[src/hdl/pvcs_pkg.sv]
`timescale 1ns / 1ps
`default_nettype none

package pvcs_pkg;

    localparam int CFG_W      = 16;
    localparam int CFG_IDX_W  = 2;
    localparam int DIV_BITS   = 16;
    localparam int DIV_CNT_W  = $clog2(DIV_BITS);

    localparam logic [CFG_W-1:0] RST_TOGGLE_INTERVAL = 16'd500;
    localparam logic [CFG_W-1:0] RST_BALANCE_DELAY   = 16'd10;
    localparam logic [CFG_W-1:0] RST_BALANCE_WINDOW  = 16'd5000;
    localparam logic [CFG_W-1:0] RST_BALANCE_ALT     = 16'd500;

    localparam logic [CFG_IDX_W-1:0] CFG_TOGGLE_INTERVAL = 2'd0;
    localparam logic [CFG_IDX_W-1:0] CFG_BALANCE_DELAY   = 2'd1;
    localparam logic [CFG_IDX_W-1:0] CFG_BALANCE_WINDOW  = 2'd2;
    localparam logic [CFG_IDX_W-1:0] CFG_BALANCE_ALT     = 2'd3;

    localparam logic [1:0] KIND_TICK  = 2'd0;
    localparam logic [1:0] KIND_START = 2'd1;
    localparam logic [1:0] KIND_STOP  = 2'd2;
    localparam logic [1:0] KIND_ESTOP = 2'd3;

    typedef struct packed {
        logic [1:0]  kind;
        logic [31:0] now_ms;
    } t_in_beat;

    typedef struct packed {
        logic pump_on;
        logic valve_a_open;
        logic valve_b_open;
        logic is_running;
        logic is_balancing;
    } t_out_beat;

    typedef enum logic [1:0] {
        ST_IDLE,
        ST_EXEC,
        ST_DIV,
        ST_DONE
    } t_state;

endpackage

`default_nettype wire

[src/hdl/pvcs_div.sv]
`timescale 1ns / 1ps
`default_nettype none

module pvcs_div (
    input  wire logic                              i_clk,
    input  wire logic                              i_rst_n,
    input  wire logic                              i_start,
    input  wire logic [pvcs_pkg::DIV_BITS-1:0]     i_dividend,
    input  wire logic [pvcs_pkg::DIV_BITS-1:0]     i_divisor,
    output logic                                   o_done,
    output logic                                   o_q_lsb
);

    logic                               r_busy;
    logic                               n_busy;
    logic [pvcs_pkg::DIV_CNT_W-1:0]     r_cnt;
    logic [pvcs_pkg::DIV_CNT_W-1:0]     n_cnt;
    logic [pvcs_pkg::DIV_BITS-1:0]      r_dvd;
    logic [pvcs_pkg::DIV_BITS-1:0]      n_dvd;
    logic [pvcs_pkg::DIV_BITS-1:0]      r_rem;
    logic [pvcs_pkg::DIV_BITS-1:0]      n_rem;
    logic [pvcs_pkg::DIV_BITS-1:0]      r_dsr;
    logic [pvcs_pkg::DIV_BITS-1:0]      n_dsr;
    logic [pvcs_pkg::DIV_BITS:0]        w_shift;
    logic [pvcs_pkg::DIV_BITS:0]        w_diff;
    logic                               w_ge;

    always_comb begin
        w_shift = {r_rem, r_dvd[pvcs_pkg::DIV_BITS-1]};
        w_diff  = w_shift - {1'b0, r_dsr};
        w_ge    = (w_shift >= {1'b0, r_dsr});
        o_done  = r_busy && (r_cnt == '0);
        o_q_lsb = w_ge;

        n_busy = r_busy;
        n_cnt  = r_cnt;
        n_dvd  = r_dvd;
        n_rem  = r_rem;
        n_dsr  = r_dsr;
        if (i_start) begin
            n_busy = 1'b1;
            n_cnt  = pvcs_pkg::DIV_CNT_W'(pvcs_pkg::DIV_BITS - 1);
            n_dvd  = i_dividend;
            n_rem  = '0;
            n_dsr  = i_divisor;
        end else if (r_busy) begin
            n_dvd = {r_dvd[pvcs_pkg::DIV_BITS-2:0], 1'b0};
            n_rem = w_ge ? w_diff[pvcs_pkg::DIV_BITS-1:0] : w_shift[pvcs_pkg::DIV_BITS-1:0];
            n_cnt = r_cnt - 1'b1;
            if (r_cnt == '0) begin
                n_busy = 1'b0;
            end
        end
    end

    always_ff @(posedge i_clk) begin
        if (!i_rst_n) begin
            r_busy <= 1'b0;
            r_cnt  <= '0;
        end else begin
            r_busy <= n_busy;
            r_cnt  <= n_cnt;
        end
    end

    always_ff @(posedge i_clk) begin
        r_dvd <= n_dvd;
        r_rem <= n_rem;
        r_dsr <= n_dsr;
    end

endmodule

`default_nettype wire

[src/hdl/pump_valve_cycle_sequencer_top.sv]
`timescale 1ns / 1ps
`default_nettype none
// An input beat is captured in ST_IDLE and processed in ST_EXEC; a tick inside
// the balancing window then passes through ST_DIV, where the 16-step serial divider sets the alternation slot.
// ST_DONE loads the output register. No new beat is accepted until ST_DONE has loaded
// the output register, which waits while the output register holds a beat for a stalled receiver.
// Reset (synchronous, active low): all flags and reference times clear, registers
// return to their default values, output beat dropped.

module pump_valve_cycle_sequencer_top #(
    parameter int TIME_BITS = 32
) (
    input  wire logic                                  i_clk,
    input  wire logic                                  i_rst_n,
    input  wire logic                                  i_in_valid,
    output logic                                       o_in_ready,
    input  wire pvcs_pkg::t_in_beat                    i_in_data,
    output logic                                       o_out_valid,
    input  wire logic                                  i_out_ready,
    output pvcs_pkg::t_out_beat                        o_out_data,
    input  wire logic                                  i_cfg_we,
    input  wire logic [pvcs_pkg::CFG_IDX_W-1:0]        i_cfg_idx,
    input  wire logic [pvcs_pkg::CFG_W-1:0]            i_cfg_data
);

    localparam int EW = (TIME_BITS > pvcs_pkg::CFG_W + 1) ? TIME_BITS : pvcs_pkg::CFG_W + 1;

    pvcs_pkg::t_state               r_state;
    pvcs_pkg::t_state               n_state;

    logic [pvcs_pkg::CFG_W-1:0]     r_toggle_int;
    logic [pvcs_pkg::CFG_W-1:0]     r_bal_delay;
    logic [pvcs_pkg::CFG_W-1:0]     r_bal_window;
    logic [pvcs_pkg::CFG_W-1:0]     r_bal_alt;

    logic                           r_running;
    logic                           n_running;
    logic                           r_balancing;
    logic                           n_balancing;
    logic                           r_paired;
    logic                           n_paired;
    logic                           r_bva;
    logic                           n_bva;
    logic                           r_selb;
    logic                           n_selb;
    logic [TIME_BITS-1:0]           r_cyc_ref;
    logic [TIME_BITS-1:0]           n_cyc_ref;
    logic [TIME_BITS-1:0]           r_bal_ref;
    logic [TIME_BITS-1:0]           n_bal_ref;

    logic [1:0]                     r_kind;
    logic [TIME_BITS-1:0]           r_now;
    logic                           r_out_valid;
    logic                           n_out_valid;
    pvcs_pkg::t_out_beat            r_out_data;
    pvcs_pkg::t_out_beat            n_out_data;

    logic [63:0]                    w_now64;
    logic [TIME_BITS-1:0]           w_cyc_delta;
    logic [TIME_BITS-1:0]           w_bal_ref_eff;
    logic [TIME_BITS-1:0]           w_elapsed;
    logic [EW-1:0]                  w_elapsed_x;
    logic [EW-1:0]                  w_win_end;
    logic                           w_active;
    logic                           w_ended;
    logic [pvcs_pkg::CFG_W-1:0]     w_offset;
    logic [pvcs_pkg::CFG_W-1:0]     w_period;
    logic                           w_div_start;
    logic                           w_div_done;
    logic                           w_div_q;
    logic                           w_in_acc;
    logic                           w_va;
    logic                           w_vb;

    assign w_now64  = {32'd0, i_in_data.now_ms};
    assign w_in_acc = i_in_valid && o_in_ready;

    always_comb begin
        w_cyc_delta   = r_now - r_cyc_ref;
        w_bal_ref_eff = (r_bal_ref == '0) ? r_now : r_bal_ref;
        w_elapsed     = r_now - w_bal_ref_eff;
        w_elapsed_x   = EW'(w_elapsed);
        w_win_end     = EW'(r_bal_delay) + EW'(r_bal_window);
        w_active      = (w_elapsed_x >= EW'(r_bal_delay)) && (w_elapsed_x < w_win_end);
        w_ended       = (w_elapsed_x >= w_win_end);
        w_offset      = w_elapsed[pvcs_pkg::CFG_W-1:0] - r_bal_delay;
        w_period      = (r_bal_alt == '0) ? pvcs_pkg::CFG_W'(1) : r_bal_alt;
    end

    pvcs_div u_div (
        .i_clk      (i_clk),
        .i_rst_n    (i_rst_n),
        .i_start    (w_div_start),
        .i_dividend (w_offset),
        .i_divisor  (w_period),
        .o_done     (w_div_done),
        .o_q_lsb    (w_div_q)
    );

    always_comb begin
        n_state     = r_state;
        n_running   = r_running;
        n_balancing = r_balancing;
        n_paired    = r_paired;
        n_bva       = r_bva;
        n_selb      = r_selb;
        n_cyc_ref   = r_cyc_ref;
        n_bal_ref   = r_bal_ref;
        n_out_valid = r_out_valid;
        n_out_data  = r_out_data;
        w_div_start = 1'b0;
        o_in_ready  = 1'b0;
        w_va        = r_running && r_paired;
        w_vb        = r_running && r_paired;

        if (r_out_valid && i_out_ready) begin
            n_out_valid = 1'b0;
        end

        case (r_state)
            pvcs_pkg::ST_IDLE: begin
                o_in_ready = 1'b1;
                if (w_in_acc) begin
                    n_state = pvcs_pkg::ST_EXEC;
                end
            end
            pvcs_pkg::ST_EXEC: begin
                n_state = pvcs_pkg::ST_DONE;
                case (r_kind)
                    pvcs_pkg::KIND_TICK: begin
                        if (r_running) begin
                            if (r_cyc_ref == '0) begin
                                n_cyc_ref = r_now;
                            end else if (EW'(w_cyc_delta) >= EW'(r_toggle_int)) begin
                                n_paired  = !r_paired;
                                n_cyc_ref = r_now;
                            end
                        end
                        if (r_balancing) begin
                            n_bal_ref = w_bal_ref_eff;
                            n_bva     = w_active;
                            if (w_active) begin
                                w_div_start = 1'b1;
                                n_state     = pvcs_pkg::ST_DIV;
                            end
                            if (w_ended) begin
                                n_balancing = 1'b0;
                                n_bva       = 1'b0;
                                n_selb      = 1'b0;
                            end
                        end
                    end
                    pvcs_pkg::KIND_START: begin
                        n_running   = 1'b1;
                        n_balancing = 1'b0;
                        n_paired    = 1'b1;
                        n_bva       = 1'b0;
                        n_selb      = 1'b0;
                        n_cyc_ref   = '0;
                    end
                    pvcs_pkg::KIND_STOP: begin
                        if (r_running) begin
                            n_running   = 1'b0;
                            n_balancing = 1'b1;
                            n_paired    = 1'b0;
                            n_bva       = 1'b0;
                            n_selb      = 1'b0;
                            n_bal_ref   = '0;
                        end
                    end
                    default: begin
                        n_running   = 1'b0;
                        n_balancing = 1'b0;
                        n_paired    = 1'b0;
                        n_bva       = 1'b0;
                        n_selb      = 1'b0;
                        n_cyc_ref   = '0;
                        n_bal_ref   = '0;
                    end
                endcase
            end
            pvcs_pkg::ST_DIV: begin
                if (w_div_done) begin
                    n_selb  = w_div_q;
                    n_state = pvcs_pkg::ST_DONE;
                end
            end
            pvcs_pkg::ST_DONE: begin
                if (r_balancing && r_bva) begin
                    if (r_selb) begin
                        w_vb = 1'b1;
                    end else begin
                        w_va = 1'b1;
                    end
                end
                if (!r_out_valid || i_out_ready) begin
                    n_out_valid             = 1'b1;
                    n_out_data.pump_on      = r_running;
                    n_out_data.valve_a_open = w_va;
                    n_out_data.valve_b_open = w_vb;
                    n_out_data.is_running   = r_running;
                    n_out_data.is_balancing = r_balancing;
                    n_state                 = pvcs_pkg::ST_IDLE;
                end
            end
            default: begin
                n_state = pvcs_pkg::ST_IDLE;
            end
        endcase
    end

    always_ff @(posedge i_clk) begin
        if (!i_rst_n) begin
            r_state     <= pvcs_pkg::ST_IDLE;
            r_running   <= 1'b0;
            r_balancing <= 1'b0;
            r_paired    <= 1'b0;
            r_bva       <= 1'b0;
            r_selb      <= 1'b0;
            r_cyc_ref   <= '0;
            r_bal_ref   <= '0;
            r_out_valid <= 1'b0;
        end else begin
            r_state     <= n_state;
            r_running   <= n_running;
            r_balancing <= n_balancing;
            r_paired    <= n_paired;
            r_bva       <= n_bva;
            r_selb      <= n_selb;
            r_cyc_ref   <= n_cyc_ref;
            r_bal_ref   <= n_bal_ref;
            r_out_valid <= n_out_valid;
        end
    end

    always_ff @(posedge i_clk) begin
        r_out_data <= n_out_data;
        if (w_in_acc) begin
            r_kind <= i_in_data.kind;
            r_now  <= w_now64[TIME_BITS-1:0];
        end
    end

    always_ff @(posedge i_clk) begin
        if (!i_rst_n) begin
            r_toggle_int <= pvcs_pkg::RST_TOGGLE_INTERVAL;
            r_bal_delay  <= pvcs_pkg::RST_BALANCE_DELAY;
            r_bal_window <= pvcs_pkg::RST_BALANCE_WINDOW;
            r_bal_alt    <= pvcs_pkg::RST_BALANCE_ALT;
        end else if (i_cfg_we) begin
            case (i_cfg_idx)
                pvcs_pkg::CFG_TOGGLE_INTERVAL: r_toggle_int <= i_cfg_data;
                pvcs_pkg::CFG_BALANCE_DELAY:   r_bal_delay  <= i_cfg_data;
                pvcs_pkg::CFG_BALANCE_WINDOW:  r_bal_window <= i_cfg_data;
                pvcs_pkg::CFG_BALANCE_ALT:     r_bal_alt    <= i_cfg_data;
                default: begin
                end
            endcase
        end
    end

    assign o_out_valid = r_out_valid;
    assign o_out_data  = r_out_data;

endmodule

`default_nettype wire
[config.mk]
export PLATFORM = sky130hd
export DESIGN_NAME = pump_valve_cycle_sequencer_top
export DESIGN_NICKNAME = d
export VERILOG_FILES = /design/src/hdl/pvcs_pkg.sv /design/src/hdl/pvcs_div.sv /design/src/hdl/pump_valve_cycle_sequencer_top.sv
export SDC_FILE = /design/constraint.sdc
export NUM_CORES = 1
export LEC_CHECK = 0
export ABC_AREA = 1
export ABC_CLOCK_PERIOD_IN_PS = 6800
export BUFFER_PORTS_ARGS = -buffer_cell sky130_fd_sc_hd__buf_2
export CORE_MARGIN = 1
export CORE_UTILIZATION = 50
export CTS_BUF_LIST = sky130_fd_sc_hd__clkbuf_4
export DETAILED_ROUTE_END_ITERATION = 12
export GPL_TIMING_DRIVEN = 0
export PLACE_DENSITY = 0.67
export SETUP_SLACK_MARGIN = 0.5
export SYNTH_ARGS = -nofsm -noshare
export SYNTH_HDL_FRONTEND = slang
export SYNTH_SLANG_ARGS = --single-unit
[constraint.sdc]
create_clock -name i_clk -period 6.8 [get_ports i_clk]
set_clock_uncertainty 0.1 [all_clocks]
set_input_delay 1.02 -clock i_clk [delete_from_list [all_inputs] [get_ports i_clk]]
set_output_delay 1.02 -clock i_clk [all_outputs]
set_load 0.05 [all_outputs]
==> flow_summary_export.csv <==
group,metric,value,unit
sta,setup_viol,0,
cells_and_area,num-fill-cells,3478,
detailed_routing,drc,0,
critical_path,r2r_slack,1.03,ns
critical_path,crit_fanout,16,
detailed_routing,drt_iter0_markers,1310,
floorplanning,die_area,0.03573,mm2
synth,synth_ff_type,"dfxtp_1",
global_route,globalRouteTotalUtil,0.2989,
synth,synth_area_leaders,"nand2_1 (18%), dfxtp_1 (18%), edfxtp_1 (12%)",
placed_design,place.port_buffers,62,
sta,fmax,0.1733,GHz
cts,cts_sinks,227,
synth,synthDistinctLibCells,48,
synth,ys_seq_elements,227,
cts,clk_path_buf_depth,3,
detailed_routing,dr.pass1.iters,8,
synth,synth_edf_count,70,
cts,cts_tree,"built",
critical_path,r2r-end,"u_div.r_dvd[7]",
cts,postCtsSetupBuffers,0,
synth,yosysTopAreaCell,"nand2_1",
cts,cts_buffers,66,
cells_and_area,synthToLayoutAreaGrowth,10.27,%
synth,yosysWarnings,0,
synth,synthTopCellsByCount,"nand2_1 (855), inv_1 (434), nor2_1 (234)",
detailed_routing,met2_length,23880,um
synth,yosysSeqAreaShare,0.2999,
detailed_routing,wl_met3,3788,um
min_path,hold_end,"r_now[11]",
detailed_routing,routed_wl,53090,um
run_status,outcome,"complete, no violations",
sta,rsz0062_at_grt,"no",
synth,synth_area,0.01749,mm2
critical_path,cp.arrival,6.07,ns
sta,tightest_slew,1.395,ns
synth,ys_async_sr_fraction,0,
sta,period_share,0.8485,
global_route,grt_pass1_wl,83500,um
global_route,grt_pass1_vias,16070,
synth,synth_top_area_share,0.1835,
critical_path,start_kind,"register",
cts,clock-root-buffer,"clkbuf_4",
cts,clkSlewWorstSetupHoldPaths,0.06,ns
synth,netlist_instances,2714,
floorplanning,coreArea,0.03446,mm2
cts,h-tree-depth,3,
critical_path,r2r_start,"r_bal_ref[0]",
sta,slew_viol_final,0,
floorplanning,dieWidth,189.0,um
placed_design,gp_congestion,0.9624,
cells_and_area,drive_gt1_frac,0.08598,
placed_design,dp_hpwl,42990,um
cells_and_area,fin_util,0.5597,
critical_path,max_stage_delay,0.50,ns
sta,hold_viol_final,0,
min_path,hold_path.class,"in2reg",
critical_path,path_common_cell,"nand2_1",
min_path,min_from,"i_in_data[11]",
synth,synth_most_common_cell,"nand2_1",
detailed_routing,dr_total_vias,17640,
detailed_routing,wl_per_cell,15.83,um
min_path,min_path_cells,1,
global_route,antenna_found_initial,2,
cts,cts_hold_buf,0,
detailed_routing,viasPerCell,5.260,
power_and_ir_drop,leakage,9.689,nW
critical_path,worstSetupPathType,"reg2reg",
critical_path,cp_slowest_cell,"fa_1",
critical_path,worstPathRequired,7.10,ns
sta,finalCriticalPeriod,5.770,ns
power_and_ir_drop,peakVddDrop,0.0001960,V
cts,cts_resized,0,
synth,avgSynthCellArea,6.444,um2
critical_path,end_kind,"register",
cts,clk_latency,0.78,ns
sta,setup_tns,0,ns
floorplanning,initial_utilization,0.5076,
floorplanning,die_h,189.0,um
flow_run,maxCapViolCount,0,
global_route,grt_max_degree,35,
detailed_routing,antenna_left,0,
critical_path,ff2ff_path_depth,29,
floorplanning,ios,64,
power_and_ir_drop,powerDensity,409.5,mW/mm2
sta,relSlewSlack,0.06316,
detailed_routing,top_layer_used,"met4",
global_route,grt_overflow,0,
synth,syn-num-nets,2921,
cells_and_area,nets,3052,
floorplanning,rows,68,
detailed_routing,drt-met1-wl,23690,um
[layer usage]
layer / track usage / vias to the layer above
li1: - / 8960
met1: 0.3933 / 7958
met4: 0.1200 / 0
met2: 0.4885 / 612
met3: 0.04671 / 108
met5: 0 / -
[stage by stage]
stage	total power, mW	worst slack (ns)	hold slack (ns)	cell area (um2)	instances
global route	8.651	0.6049	0.3109	19280	3353
detailed placement	6.482	0.6688	0.3558	18370	3231
CTS	7.859	0.6525	0.2885	19240	3350
finish	7.898	1.030	0.3475	19280	3353
global placement	6.403	0.7676	0.3527	18370	3231
floorplan	5.300	2.072	0.3329	17490	2714
[worst max path at each step]
stage                       start             end  slack [ns]  cells past startpoint
floorplan           r_bal_ref[12]  u_div.r_dvd[0]        2.07                     29
global placement     r_bal_ref[0]  u_div.r_dvd[4]        0.77                     29
detailed placement   r_bal_ref[0]  u_div.r_dvd[3]        0.67                     29
CTS                  r_bal_ref[0]  u_div.r_dvd[7]        0.65                     29
global route         r_bal_ref[1]  u_div.r_dvd[4]        0.60                     29
finish               r_bal_ref[0]  u_div.r_dvd[7]        1.03                     29
[registers in the layout (all words and copies together) (netlist names), 2 cells and up]
| name | flops |
|---|---|
| r_bal_ref | 32 |
| r_cyc_ref | 32 |
| r_now | 32 |
| r_bal_alt | 16 |
| r_bal_delay | 16 |
| r_bal_window | 16 |
| r_toggle_int | 16 |
| u_div.r_dsr | 16 |
| u_div.r_dvd | 16 |
| u_div.r_rem | 16 |
| o_out_data | 4 |
| u_div.r_cnt | 4 |
| r_kind | 2 |
| r_state | 2 |
[power breakdown]
| group | total, mW | internal (mW) | switching [mW] |
|---|---|---|---|
| combinational | 4.81 | 1.65 | 3.16 |
| clock | 1.35 | 0.729 | 0.617 |
| sequential | 1.74 | 1.56 | 0.178 |
[placed cells by master, fill, tap and decap left out, types with 5 or more instances in the layout]
master and count:
a211oi_1 16, a21o_1 7, a21oi_1 221, a21oi_2 5
and2_1 6, buf_2 72, clkbuf_1 58, clkbuf_4 103
clkinv_1 11, dfxtp_1 157, edfxtp_1 70, fa_1 5
ha_1 145, inv_1 432, inv_2 19, nand2_1 854
nand2_2 6, nand3_1 154, nand3b_1 7, nand4_1 41
nor2_1 234, nor2_2 9, nor3_1 21, nor4_1 7
o211ai_1 11, o21ai_0 92, o21ai_2 10, o21bai_1 8
xnor2_1 15, xor2_1 55
[critical path: cells and delay by family, from the launching register on]
family	cells	cell delay [ns]
AOI/OAI and AO/OA	1	0.16
buffers and inverters	4	0.86
xor gates and xnor gates	1	0.34
adders and majority gates	3	0.97
and+or+nand+nor	20	2.68
DFF	1	0.32
[kinds of logic (layout without fill, tap and decap cells)]
group | count (synthesis) | after routing | synth area share
buffers and inverters | 530 | 712 | 0.1164
flip-flops | 227 | 227 | 0.2999
AO/OA/AOI/OAI | 385 | 385 | 0.1212
adder cells (fa/ha/maj) | 150 | 150 | 0.1095
AND/OR/NAND/NOR | 1352 | 1352 | 0.3180
other | 0 | 2 | 0
XOR/XNOR | 70 | 70 | 0.03506
[cell type report]
cell class	count	area, um2	share of cell area
clock buffer	103	773.2	0.04010
clock inverter	16	102.6	0.005320
tap	455	569.3	0.02952
multi-input combinational	1957	10210	0.5295
buffer	78	340.3	0.01765
inverter	452	1700	0.08817
antenna	2	5.005	0.0002595
timing repair buffer	63	337.8	0.01752
sequential	227	5245	0.2720
No activity file was read; power rests on OpenSTA's default activity.
